## config.mk

```make
export PLATFORM = sky130hd
export DESIGN_NAME = keyframe_joint_interpolator_unit
export DESIGN_NICKNAME = d
export VERILOG_FILES = /design/src/hw/rtl/kji_pkg.sv /design/src/hw/rtl/kji_ram.sv /design/src/hw/rtl/keyframe_joint_interpolator_unit.sv
export SDC_FILE = /design/constraint.sdc
export NUM_CORES = 2
export LEC_CHECK = 0
export BUFFER_PORTS_ARGS = -buffer_cell sky130_fd_sc_hd__buf_2
export CORE_MARGIN = 4
export CORE_UTILIZATION = 40
export CTS_CLUSTER_DIAMETER = 100
export DETAILED_ROUTE_END_ITERATION = 10
export PLACE_DENSITY = 0.55
export SLEW_MARGIN = 20
export SYNTH_ARGS = -nofsm -noshare
export SYNTH_HDL_FRONTEND = slang
export SYNTH_SLANG_ARGS = --single-unit
```

## constraint.sdc

```tcl
create_clock -name clk_i -period 13.01 [get_ports clk_i]
set_input_delay 2.602 -clock clk_i [delete_from_list [all_inputs] [get_ports clk_i]]
set_output_delay 2.602 -clock clk_i [all_outputs]
set_load 0.005 [all_outputs]
```

## src/hw/rtl/kji_pkg.sv

```systemverilog
// Shared constants and codes for the keyframe joint interpolator.
`default_nettype none
package kji_pkg;

  localparam int JOINTS      = 9;
  localparam int FRAMES_DEF  = 8;
  localparam int ANGLE_W_DEF = 26;

  localparam int CMD_W       = 2;
  localparam int FRAME_IDX_W = 3;
  localparam int JOINT_IDX_W = 4;
  localparam int STEPS_W     = 10;
  localparam int SEG_W       = 3;
  localparam int CFG_IDX_W   = 1;
  localparam int CFG_DATA_W  = 10;

  localparam logic [CMD_W-1:0] CMD_TICK   = 2'd0;
  localparam logic [CMD_W-1:0] CMD_TOGGLE = 2'd1;
  localparam logic [CMD_W-1:0] CMD_LOAD   = 2'd2;

  localparam logic [CFG_IDX_W-1:0] REG_STEPS = 1'd0;
  localparam logic [CFG_IDX_W-1:0] REG_LAST  = 1'd1;

  localparam logic [STEPS_W-1:0] STEPS_RESET = 10'd80;
  localparam logic [SEG_W-1:0]   LAST_RESET  = 3'd6;

endpackage
`default_nettype wire

```

## src/hw/rtl/kji_ram.sv

```systemverilog
// Generic single-write, single-read RAM with registered read data.
`default_nettype none
module kji_ram #(
  parameter int WIDTH = 26,
  parameter int DEPTH = 72
) (
  input  wire logic                     clk_i,
  input  wire logic                     we_i,
  input  wire logic [$clog2(DEPTH)-1:0] waddr_i,
  input  wire logic [WIDTH-1:0]         wdata_i,
  input  wire logic [$clog2(DEPTH)-1:0] raddr_i,
  output logic      [WIDTH-1:0]         rdata_o
);

  logic [WIDTH-1:0] mem_q [DEPTH];

  always_ff @(posedge clk_i) begin
    if (we_i) begin
      mem_q[waddr_i] <= wdata_i;
    end
    rdata_o <= mem_q[raddr_i];
  end

endmodule
`default_nettype wire

```

## src/hw/rtl/keyframe_joint_interpolator_unit.sv

```systemverilog
// Top level of the keyframe joint interpolator with its sequencer and shared divider.
//
// Input beats arrive on the s_axis channel: tuser carries the command (tick, play toggle,
// load one keyframe angle) and tdata the load fields. Every input beat yields exactly one
// output beat on m_axis carrying all nine joint angles, the playing flag and the segment.
// Configuration (steps per segment, last segment) is written through cfg_we_i/cfg_idx_i.
// A load or a stop goes straight to the output state; a plain tick of the angles first
// runs the nine angle updates one joint a cycle through a single saturating adder.
// A play start or a segment advance recomputes the nine increments joint by joint:
// each joint reads two keyframe entries from the store RAM, one after the other, and
// then one restoring divider produces its increment one quotient bit per cycle.
// The input is not ready while a beat is being worked on. A result waiting on a stalled
// receiver does not block the next input beat; the sequencer only waits at the end of
// that next beat until the output register is free.
// Reset stops playback, clears angles, increments, counters and the output valid, and
// restores the register defaults; the keyframe store holds garbage until it is loaded.
`default_nettype none
module keyframe_joint_interpolator_unit
  import kji_pkg::*;
#(
  parameter int FRAMES      = FRAMES_DEF,
  parameter int ANGLE_WIDTH = ANGLE_W_DEF,
  localparam int IN_W  = ((FRAME_IDX_W + JOINT_IDX_W + ANGLE_WIDTH + 7) / 8) * 8,
  localparam int OUT_W = ((JOINTS * ANGLE_WIDTH + 1 + SEG_W + 7) / 8) * 8
) (
  input  wire logic                  clk_i,
  input  wire logic                  rst_ni,
  input  wire logic                  s_axis_tvalid,
  output logic                       s_axis_tready,
  // frame_index, joint_index, angle_value (lowest bits first), zero padded
  input  wire logic [IN_W-1:0]       s_axis_tdata,
  // command
  input  wire logic [CMD_W-1:0]      s_axis_tuser,
  output logic                       m_axis_tvalid,
  input  wire logic                  m_axis_tready,
  // elbow, thumb base, thumb tip, index base, index mid, index tip, ring base,
  // ring mid, ring tip angles, playing, segment (lowest bits first), zero padded
  output logic [OUT_W-1:0]           m_axis_tdata,
  input  wire logic                  cfg_we_i,
  input  wire logic [CFG_IDX_W-1:0]  cfg_idx_i,
  input  wire logic [CFG_DATA_W-1:0] cfg_wdata_i
);

  localparam int AW     = ANGLE_WIDTH;
  localparam int DW     = AW + 1;
  localparam int DEPTH  = FRAMES * JOINTS;
  localparam int ADDR_W = $clog2(DEPTH);
  localparam int CNT_W  = $clog2(DW + 1);
  localparam int CALC_W = 10;

  localparam logic [AW-1:0] AMAX = {1'b0, {(AW-1){1'b1}}};
  localparam logic [AW-1:0] AMIN = {1'b1, {(AW-1){1'b0}}};
  localparam logic [DW-1:0] HALF = DW'(1) << (AW - 1);
  localparam logic [6:0]    FR7  = 7'(FRAMES);
  localparam logic [JOINT_IDX_W-1:0] LAST_JOINT = JOINT_IDX_W'(JOINTS - 1);

  localparam logic [2:0] S_IDLE   = 3'd0;
  localparam logic [2:0] S_RD_CUR = 3'd1;
  localparam logic [2:0] S_RD_NXT = 3'd2;
  localparam logic [2:0] S_DIFF   = 3'd3;
  localparam logic [2:0] S_DIV    = 3'd4;
  localparam logic [2:0] S_WRITE  = 3'd5;
  localparam logic [2:0] S_ADD    = 3'd6;
  localparam logic [2:0] S_OUT    = 3'd7;

  // Reduce a small segment number modulo FRAMES by repeated subtraction.
  function automatic logic [3:0] frame_wrap(input logic [3:0] v);
    logic [6:0] r;
    r = {3'b000, v};
    for (int k = 0; k < 4; k++) begin
      if (r >= FR7) begin
        r = r - FR7;
      end
    end
    return r[3:0];
  endfunction

  logic [2:0]             state_q, state_d;
  logic [STEPS_W-1:0]     steps_q, steps_d;
  logic [SEG_W-1:0]       last_q, last_d;
  logic [STEPS_W-1:0]     step_q, step_d;
  logic [SEG_W-1:0]       seg_q, seg_d;
  logic                   playing_q, playing_d;
  logic                   copy_q, copy_d;
  logic [JOINT_IDX_W-1:0] joint_q, joint_d;
  logic [AW-1:0]          angle_q [JOINTS];
  logic [AW-1:0]          angle_d [JOINTS];
  logic [AW-1:0]          incr_q  [JOINTS];
  logic [AW-1:0]          incr_d  [JOINTS];
  logic [AW-1:0]          cur_q, cur_d;
  logic                   neg_q, neg_d;
  logic [DW-1:0]          div_q, div_d;
  logic [STEPS_W-1:0]     rem_q, rem_d;
  logic [CNT_W-1:0]       cnt_q, cnt_d;
  logic                   m_valid_q, m_valid_d;
  logic [OUT_W-1:0]       m_data_q, m_data_d;

  logic [FRAME_IDX_W-1:0] in_frame;
  logic [JOINT_IDX_W-1:0] in_joint;
  logic [AW-1:0]          in_angle;
  logic                   in_accept;
  logic [STEPS_W-1:0]     eff_steps;
  logic [3:0]             cur_frame, nxt_frame;
  logic [CALC_W-1:0]      waddr_calc, raddr_calc;
  logic                   ram_we;
  logic [ADDR_W-1:0]      ram_raddr;
  logic [AW-1:0]          ram_rdata;
  logic [DW-1:0]          diff, mag;
  logic [STEPS_W:0]       trial;
  logic [DW-1:0]          sum;
  logic [AW-1:0]          quot_sat, sum_sat;
  logic [SEG_W:0]         seg_next;

  assign in_frame  = s_axis_tdata[FRAME_IDX_W-1:0];
  assign in_joint  = s_axis_tdata[FRAME_IDX_W +: JOINT_IDX_W];
  assign in_angle  = s_axis_tdata[FRAME_IDX_W + JOINT_IDX_W +: AW];
  assign s_axis_tready = (state_q == S_IDLE);
  assign in_accept = s_axis_tvalid && s_axis_tready;
  assign eff_steps = (steps_q == '0) ? STEPS_W'(1) : steps_q;
  assign seg_next  = {1'b0, seg_q} + 4'd1;

  assign cur_frame = frame_wrap({1'b0, seg_q});
  assign nxt_frame = frame_wrap(seg_next);

  assign waddr_calc = CALC_W'({in_frame, 3'b000}) + CALC_W'(in_frame) + CALC_W'(in_joint);
  assign ram_we = in_accept && (s_axis_tuser == CMD_LOAD) && (int'(in_frame) < FRAMES) &&
                  (int'(in_joint) < JOINTS);

  always_comb begin
    if (state_q == S_RD_NXT) begin
      raddr_calc = CALC_W'({nxt_frame, 3'b000}) + CALC_W'(nxt_frame) + CALC_W'(joint_q);
    end else begin
      raddr_calc = CALC_W'({cur_frame, 3'b000}) + CALC_W'(cur_frame) + CALC_W'(joint_q);
    end
  end
  assign ram_raddr = raddr_calc[ADDR_W-1:0];

  kji_ram #(
    .WIDTH(AW),
    .DEPTH(DEPTH)
  ) u_store (
    .clk_i  (clk_i),
    .we_i   (ram_we),
    .waddr_i(waddr_calc[ADDR_W-1:0]),
    .wdata_i(in_angle),
    .raddr_i(ram_raddr),
    .rdata_o(ram_rdata)
  );

  // Difference of the next and current keyframe entries, and its magnitude.
  assign diff  = {ram_rdata[AW-1], ram_rdata} - {cur_q[AW-1], cur_q};
  assign mag   = diff[DW-1] ? (DW'(0) - diff) : diff;
  assign trial = {rem_q, div_q[DW-1]};

  always_comb begin
    if (!neg_q) begin
      quot_sat = (div_q > {1'b0, AMAX}) ? AMAX : div_q[AW-1:0];
    end else begin
      quot_sat = (div_q > HALF) ? AMIN : AW'(DW'(0) - div_q);
    end
  end

  assign sum = {angle_q[joint_q][AW-1], angle_q[joint_q]} +
               {incr_q[joint_q][AW-1], incr_q[joint_q]};
  always_comb begin
    if (sum[DW-1] != sum[DW-2]) begin
      sum_sat = sum[DW-1] ? AMIN : AMAX;
    end else begin
      sum_sat = sum[AW-1:0];
    end
  end

  always_comb begin
    state_d   = state_q;
    steps_d   = steps_q;
    last_d    = last_q;
    step_d    = step_q;
    seg_d     = seg_q;
    playing_d = playing_q;
    copy_d    = copy_q;
    joint_d   = joint_q;
    angle_d   = angle_q;
    incr_d    = incr_q;
    cur_d     = cur_q;
    neg_d     = neg_q;
    div_d     = div_q;
    rem_d     = rem_q;
    cnt_d     = cnt_q;
    m_valid_d = m_valid_q;
    m_data_d  = m_data_q;

    if (cfg_we_i) begin
      case (cfg_idx_i)
        REG_STEPS: steps_d = cfg_wdata_i[STEPS_W-1:0];
        REG_LAST:  last_d  = cfg_wdata_i[SEG_W-1:0];
        default: ;
      endcase
    end

    if (m_valid_q && m_axis_tready) begin
      m_valid_d = 1'b0;
    end

    case (state_q)
      S_IDLE: begin
        if (in_accept) begin
          state_d = S_OUT;
          joint_d = '0;
          case (s_axis_tuser)
            CMD_TOGGLE: begin
              if (!playing_q) begin
                playing_d = 1'b1;
                seg_d     = '0;
                step_d    = '0;
                copy_d    = 1'b1;
                state_d   = S_RD_CUR;
              end else begin
                playing_d = 1'b0;
              end
            end
            CMD_TICK: begin
              if (playing_q) begin
                if (step_q >= eff_steps) begin
                  if (seg_next > {1'b0, last_q}) begin
                    seg_d     = '0;
                    playing_d = 1'b0;
                  end else begin
                    seg_d   = seg_next[SEG_W-1:0];
                    step_d  = '0;
                    copy_d  = 1'b0;
                    state_d = S_RD_CUR;
                  end
                end else begin
                  step_d  = step_q + STEPS_W'(1);
                  state_d = S_ADD;
                end
              end
            end
            default: ;
          endcase
        end
      end
      S_RD_CUR: begin
        state_d = S_RD_NXT;
      end
      S_RD_NXT: begin
        cur_d = ram_rdata;
        if (copy_q) begin
          angle_d[joint_q] = ram_rdata;
        end
        state_d = S_DIFF;
      end
      S_DIFF: begin
        neg_d   = diff[DW-1];
        div_d   = mag;
        rem_d   = '0;
        cnt_d   = CNT_W'(DW);
        state_d = S_DIV;
      end
      S_DIV: begin
        // Restoring division, one quotient bit per cycle.
        if (trial >= {1'b0, eff_steps}) begin
          rem_d = STEPS_W'(trial - {1'b0, eff_steps});
          div_d = {div_q[DW-2:0], 1'b1};
        end else begin
          rem_d = trial[STEPS_W-1:0];
          div_d = {div_q[DW-2:0], 1'b0};
        end
        cnt_d = cnt_q - CNT_W'(1);
        if (cnt_q == CNT_W'(1)) begin
          state_d = S_WRITE;
        end
      end
      S_WRITE: begin
        incr_d[joint_q] = quot_sat;
        if (joint_q == LAST_JOINT) begin
          state_d = S_OUT;
        end else begin
          joint_d = joint_q + JOINT_IDX_W'(1);
          state_d = S_RD_CUR;
        end
      end
      S_ADD: begin
        angle_d[joint_q] = sum_sat;
        if (joint_q == LAST_JOINT) begin
          state_d = S_OUT;
        end else begin
          joint_d = joint_q + JOINT_IDX_W'(1);
        end
      end
      S_OUT: begin
        if (!m_valid_q || m_axis_tready) begin
          m_data_d = '0;
          for (int j = 0; j < JOINTS; j++) begin
            m_data_d[j*AW +: AW] = angle_q[j];
          end
          m_data_d[JOINTS*AW]               = playing_q;
          m_data_d[JOINTS*AW + 1 +: SEG_W]  = seg_q;
          m_valid_d = 1'b1;
          state_d   = S_IDLE;
        end
      end
      default: begin
        state_d = S_IDLE;
      end
    endcase
  end

  always_ff @(posedge clk_i or negedge rst_ni) begin
    if (!rst_ni) begin
      state_q   <= S_IDLE;
      steps_q   <= STEPS_RESET;
      last_q    <= LAST_RESET;
      step_q    <= '0;
      seg_q     <= '0;
      playing_q <= 1'b0;
      copy_q    <= 1'b0;
      joint_q   <= '0;
      cnt_q     <= '0;
      m_valid_q <= 1'b0;
      for (int j = 0; j < JOINTS; j++) begin
        angle_q[j] <= '0;
        incr_q[j]  <= '0;
      end
    end else begin
      state_q   <= state_d;
      steps_q   <= steps_d;
      last_q    <= last_d;
      step_q    <= step_d;
      seg_q     <= seg_d;
      playing_q <= playing_d;
      copy_q    <= copy_d;
      joint_q   <= joint_d;
      cnt_q     <= cnt_d;
      m_valid_q <= m_valid_d;
      angle_q   <= angle_d;
      incr_q    <= incr_d;
    end
  end

  always_ff @(posedge clk_i) begin
    cur_q    <= cur_d;
    neg_q    <= neg_d;
    div_q    <= div_d;
    rem_q    <= rem_d;
    m_data_q <= m_data_d;
  end

  assign m_axis_tvalid = m_valid_q;
  assign m_axis_tdata  = m_data_q;

endmodule
`default_nettype wire

```

## Word level (Yosys, flattened, before mapping)

Memories as Yosys holds them, arrays and structs flattened. A register that Yosys moved wholly into a read port is not among the register bits.
Index checks and enable logic that the tools add are counted.

| word-level totals | value |
|---|---|
| memory bits (writable) | 1,872 |
| memories kept | 1 |
| output and inout port bits | 242 |
| bits in registers | 811 |

| cells by class | value |
|---|---|
| bitwise gates (word level) | 2 |
| $add $sub $neg | 19 |
| equality and inequality tests | 23 |
| magnitude comparators | 12 |
| muxes and demuxes | 69 |
| reductions and logical operators | 25 |

Memories:

| name | depth | width | read ports | clocked after Yosys merged registers in | wr ports | line | text |
|---|---|---|---|---|---|---|---|
| u_store.mem_q | 72 | 26 | 1 | 1 | 1 | kji_ram.sv:15 | `logic [WIDTH-1:0] mem_q [DEPTH];` |

Operators with widths:

| kind | count |
|---|---|
| $bwmux 234 | 3 |
| $pmux 234 s2 | 1 |
| $mux 26 | 10 |
| $mux 234 | 1 |
| $bmux 26 s4 | 2 |
| $demux 26 s4 | 1 |
| $mux 10 | 6 |
| $pmux 27 s2 | 1 |
| $pmux 10 s2 | 2 |
| $mux 3 | 13 |
| $add 7x4->7 | 4 |
| $mux 7 | 4 |
| $add 26x26->27 | 1 |
| $gt 27x25->1 const B | 1 |
| $gt 27x26->1 const B | 1 |
| $mux 27 | 1 |
| $sub 1x27->27 const A | 1 |
| $sub 26x26->27 | 1 |
| $sub 1x26->26 const A | 1 |
| $pmux 3 s8 | 1 |
| $ge 7x4->1 const B | 3 |
| $ne 2x2->1 const B | 9 |
| $add 6x3->7 | 2 |
| $mux 1 | 14 |
| 45 further kinds | 66 |

## Logic depth before layout (Yosys ltp)

| logic depth | value |
|---|---|
| depth after elaboration | 12 |
| mapped depth | 20 |
| depth with buffers taken out | 16 |

## Modules after synthesis

A second synthesis with hierarchy kept.

| unflattened totals | value |
|---|---|
| cells, all modules | 6,297 |
| area, all modules | 110,821.3 um^2 |

Modules (own cells, without submodules):

| module | times used | cells each | sequential area each (um^2) | area each (um^2) |
|---|---|---|---|---|
| kji_ram | 1 | 3,049 | 56,734.4 | 72,330.6 |
| keyframe_joint_interpolator_unit | 1 | 3,248 | 21,810.9 | 38,490.7 |

## Worst setup path after synthesis

Ideal clock, no wire load.

| timing | value |
|---|---|
| path kind | input to register |
| start | in m_axis_tready |
| end | reg m_data_q[0] (netlist: m_axis_tdata[0]), enable pin |
| library setup time | 0.868 ns |
| data required time | 12.142 ns |
| buffers on the path | 0 |
| path slack | -1.028 ns |
| stages | 2 |
| data arrival time | 13.171 ns |
| path through | nand2b_1 -> nor2b_1 |

| on the way | value |
|---|---|
| word-level cells in the longest chain between the ends | 2 |

Ends and longest elaborated chain:

| item | line | text |
|---|---|---|
| start: declaration | keyframe_joint_interpolator_unit.sv:35 | `input wire logic m_axis_tready,` |
| $logic_or 1x1->1 | keyframe_joint_interpolator_unit.sv:292 | `if (!m_valid_q \|\| m_axis_tready) begin` |
| $reduce_and 2->1 (no source line) | -- |  |
| end signal: assignment | keyframe_joint_interpolator_unit.sv:346 | `m_data_q <= m_data_d;` |
| end: declaration | keyframe_joint_interpolator_unit.sv:96 | `logic [OUT_W-1:0] m_data_q, m_data_d;` |

No other way between the ends.
A chain may end at the register's enable or synchronous reset.

## Final worst setup path

| timing | value |
|---|---|
| start | reg joint_q[3] |
| end | reg angle_q[213] in the netlist's numbering |

| on the way | value |
|---|---|
| word-level cells in the longest chain between the ends | 9 |

Ends and longest elaborated chain:

| item | line | text |
|---|---|---|
| start: declaration | keyframe_joint_interpolator_unit.sv:85 | `logic [JOINT_IDX_W-1:0] joint_q, joint_d;` |
| start signal: assignment | keyframe_joint_interpolator_unit.sv:333 | `joint_q <= joint_d;` |
| $not 4->5 (not written as such) (*) | -- |  |
| $bmux 26 s4 (on tied branches) | keyframe_joint_interpolator_unit.sv:163, keyframe_joint_interpolator_unit.sv:164 |  |
| $mux 26 (on tied branches) (2 in a row) | keyframe_joint_interpolator_unit.sv:163, keyframe_joint_interpolator_unit.sv:164 |  |
| $add 26x26->27 | keyframe_joint_interpolator_unit.sv:163 | `assign sum = {angle_q[joint_q][AW-1], angle_q[joint_q]} +` |
| $mux 26 / $ne 1x1->1 (equally long branches) | keyframe_joint_interpolator_unit.sv:167, keyframe_joint_interpolator_unit.sv:166 |  |
| $mux 26 | keyframe_joint_interpolator_unit.sv:166 | `if (sum[DW-1] != sum[DW-2]) begin` |
| $bwmux 234 | keyframe_joint_interpolator_unit.sv:284 | `angle_d[joint_q] = sum_sat;` |
| $pmux 234 s2 (*) | keyframe_joint_interpolator_unit.sv:204 | `case (state_q)` |
| end signal: assignment | keyframe_joint_interpolator_unit.sv:336 | `angle_q <= angle_d;` |
| end: declaration | keyframe_joint_interpolator_unit.sv:86 | `logic [AW-1:0] angle_q [JOINTS];` |

Mark *: on every way between the ends. The rest lies on a longest branch, timed or not. The select of a mux whose other input is x is not followed.

==> results.sh <==
export IMPL_outcome="completed"
export IMPL_p_per_area_nw_per_um2=243
export IMPL_rsz0062_at_grt="no"
export IMPL_netlist_cell_type_count=95
export IMPL_die_area_um2=287000
export IMPL_cts_root_buf="clkbuf_16"
export IMPL_postPlaceCellArea_um2=118000
export IMPL_maxSlewViolCount=0
export IMPL_setup_total_negative_slack_ns=0
export IMPL_critical_path_class="reg2reg"
export IMPL_wire_per_inst_um=26.5
export IMPL_route_vias_total=63600
export IMPL_grt_max_degree=173
export IMPL_yosys_most_used_dff="edfxtp_1"
export IMPL_drt_total_wl_um=299000
export IMPL_design_power_total_mw=30.8
export IMPL_tritoncts_buffers=295
export IMPL_grt_pass1_vias=64300
export IMPL_postSynthAreaPerCell_um2=15.9
export IMPL_critical_path_max_fanout=34
export IMPL_cts_resized=0
export IMPL_cts_hold_buffers=0
export IMPL_finClkSkew_ns=0.0929
export IMPL_max_vdd_ir_drop_uv=309
export IMPL_highest_layer="met5"
export IMPL_biggest_area_contributors_in_the_synthesized_netlist="edfxtp_1 (59%), dfrtp_1 (11%), mux4_2 (11%), nand2_1 (2.8%), nor2_1 (1.4%)"
export IMPL_worstMarginPinSlew_ns=1.11
export IMPL_io_buffer_count=290
export IMPL_final_setup_worst_slack_ns=6.42
export IMPL_report_final_setup_viol=0
export IMPL_chipWidth_um=536
export IMPL_crit_path_max_incr_delay_ns=0.74
export IMPL_post_route_cells_drive_above_1_share_pct=21.0
export IMPL_crit_slowest_cell="a21o_1"
export IMPL_syn_cell_area_um2=112000
export IMPL_first_pass_grt_wire_length_um=439000
export IMPL_clk_path_buf_depth=4
export IMPL_preCtsSetupSlack_ns=6.39
export IMPL_post_synth_top_area_fraction_pct=58.5
export IMPL_initial_antenna_violation_count=20
export IMPL_drcViolationCount=0
export IMPL_timing_max_cap_violations=0
export IMPL_final_antenna_net_count=0
export IMPL_proportion_of_synthesized_chip_area_in_sequential_cells_pct=70.4
export IMPL_core_area_um2=277000
export IMPL_drt_first_iter_violations=6009
export IMPL_postSynth_asyncResetShare_pct=18.8
export IMPL_routabilityCongestion=0.915
export IMPL_minimum_clock_period_after_layout_ns=6.59
export IMPL_grt_use_total_pct=20.5
export IMPL_leakagePower_nw=44.4
export IMPL_post_cts_repair_setup_buffers=0
export IMPL_final_area_um2=127000
export IMPL_cell_by_cell_trace_of_the_critical_path="buf_4, nor2b_4, buf_4, buf_4, a21oi_1, o22ai_1, a22o_1, ha_1, a211oi_1, o21ai_0, nand4_1, a21oi_1, nor3_1, o41ai_1, a21o_1, o21ai_1, a31oi_1"
export IMPL_routed_met2_length_um=145000
export IMPL_post_synth_inst_count=7024
export IMPL_initial_cell_density_of_the_core_pct=40.3
export IMPL_placementRows=193
export IMPL_vias_per_cell=5.63
export IMPL_drt_met1_wl_um=129000
export IMPL_clock_sink_count=2709
export IMPL_top_level_ports=300
export IMPL_nets=7528
export IMPL_number_of_synthesized_flops_with_an_enable_pin=2174
export IMPL_routed_wl_met3_um=16800
export IMPL_worst_slew_margin_rel_pct=26.3
export IMPL_die_height_um=536
export IMPL_cp_data_arrival_time_ns=7.31
export IMPL_globalRoute_totalOverflow=0
export IMPL_postSynthRegisterBits=2709
export IMPL_yosys_area_top_type="edfxtp_1"
export IMPL_hold_viol=0
export IMPL_h_tree_depth=5
export IMPL_firstDrtPassIters=6
export IMPL_endpoint_kind="flop"
export IMPL_timing_critical_path_from_type="flop"
export IMPL_achievable_frequency_ghz=0.152
export IMPL_cts_tree="done"
export IMPL_critical_path_top_cell_by_count="buf_4"
export IMPL_critical_path_required_ns=13.73
export IMPL_hpwl_um=172000
export IMPL_cts_clock_pin_slew_for_the_worst_setup_and_hold_paths_ns=0.06
export IMPL_worst_hold_path_type="reg2reg"
export IMPL_yosys_warnings=0
export IMPL_syn_to_final_growth_pct=13.8
export IMPL_post_route_period_util_pct=50.6
export IMPL_minimum_setup_slack_among_reg_to_reg_paths_ns=6.42
export IMPL_worstSkewPairLatency_ns=0.86
[flip-flops by register name, indices dropped and copies added (netlist names), 4 cells and up]
| name | flops |
|---|---|
| angle_q | 234 |
| cnt_q | 5 |
| cur_q | 26 |
| div_q | 27 |
| incr_q | 234 |
| joint_q | 4 |
| m_axis_tdata | 238 |
| rem_q | 10 |
| step_q | 10 |
| steps_q | 10 |
| u_store.mem_q | 1872 |
| u_store.rdata_o | 26 |
[power breakdown]
part / internal [mW] / switching, mW / total (mW) / leakage [nW]
clock: 4.71 / 3.35 / 8.06 / 4.51
sequential: 10.6 / 0.847 / 11.4 / 26.4
combinational: 4.82 / 6.53 / 11.4 / 13.4
[layout make-up]
cell class,instances,area [um^2]
inverter,91,342
fill,24100,150000
clock inverter,130,1110
clock buffer,392,8120
tap,3705,4640
timing repair buffer,462,2920
sequential,2709,78600
antenna,6,15.0
multi-input combinational,3803,31300
[synth_stat cells, types with 28 or more instances]
| cell | instances |
|---|---|
| nand2b_1 | 29 |
| a21o_1 | 36 |
| a22o_1 | 54 |
| o211ai_1 | 88 |
| a211oi_1 | 42 |
| mux2_2 | 68 |
| inv_1 | 87 |
| buf_1 | 39 |
| and2_1 | 47 |
| and3_1 | 44 |
| a21oi_1 | 237 |
| nor3_1 | 39 |
| a31oi_1 | 185 |
| a311o_1 | 28 |
| o21ai_0 | 297 |
| mux4_2 | 520 |
| nand4_1 | 51 |
| clkbuf_1 | 314 |
| o21ai_1 | 29 |
| dfrtp_1 | 505 |
| xnor2_1 | 39 |
| buf_2 | 47 |
| nand2_1 | 838 |
| edfxtp_1 | 2174 |
| nor2_1 | 427 |
| mux2i_1 | 145 |
| o22ai_1 | 60 |
| ha_1 | 102 |
| nand3_1 | 99 |
[path summary, 6_finish.rpt]
path                       depth (start not counted)         from           endpoint
min reg2reg                                        0  angle_q[72]  m_axis_tdata[176]
max in group asynchronous                          3       rst_ni        incr_q[169]
min                                                0  angle_q[72]  m_axis_tdata[176]
max                                               17   joint_q[3]       angle_q[213]
max reg2reg                                       17   joint_q[3]       angle_q[213]
min in group asynchronous                          1       rst_ni        angle_q[49]
[metal layers]
| metal | GRT usage (%) | vias to the layer above |
|---|---|---|
| li1 | - | 28000 |
| met1 | 28.7 | 33200 |
| met2 | 34.1 | 1972 |
| met3 | 2.70 | 419 |
| met4 | 5.14 | 2 |
| met5 | 0 | - |
[kinds of logic (layout without fill, tap and decap cells)]
group | Yosys count | after routing | synth area share [%]
AO/OA/AOI/OAI | 1207 | 1207 | 6.85
XOR/XNOR | 66 | 66 | 0.525
adder cells (fa/ha/maj) | 108 | 108 | 1.25
buffers and inverters | 513 | 1075 | 1.86
flip-flops | 2709 | 2709 | 70.4
multiplexers | 734 | 734 | 12.5
other | 1 | 8 | 0.00336
AND/OR/NAND/NOR | 1686 | 1686 | 6.58
[cell usage in the layout, fill, tap and decap left out, types with 87 or more instances in the layout]
cell | synthesis | final
a21oi_1 | 237 | 233
dfrtp_1 | 505 | 502
o211ai_1 | 88 | 88
o21ai_0 | 297 | 296
clkbuf_16 | 0 | 306
mux2i_1 | 145 | 144
ha_1 | 102 | 102
buf_4 | 20 | 159
mux4_2 | 520 | 520
edfxtp_1 | 2174 | 2174
nand3_1 | 99 | 99
buf_2 | 47 | 289
a31oi_1 | 185 | 185
nor2_1 | 427 | 352
nand2_1 | 838 | 837
inv_1 | 87 | 87
[through the flow]
| stage | hold slack [ns] | instances | util [%] |
|---|---|---|---|
| floorplan | 0.423 | 7025 | - |
| global placement | 0.456 | 10800 | 42.5 |
| detailed placement | 0.453 | 10800 | 42.5 |
| CTS | 0.463 | 11300 | 45.8 |
| global route | 0.487 | 11300 | 45.8 |
| finish | 0.463 | 11300 | 45.8 |
[worst max-delay path: cells and delay by family (launching register included)]
kind / cells / cell delay, ns
AND/OR/NAND/NOR: 3 / 0.52
flip-flops: 1 / 0.57
adder cells (fa/ha/maj): 1 / 0.35
buffers and inverters: 3 / 1.15
AO/OA/AOI/OAI: 10 / 3.84
Power figures use the tool's default switching activity.
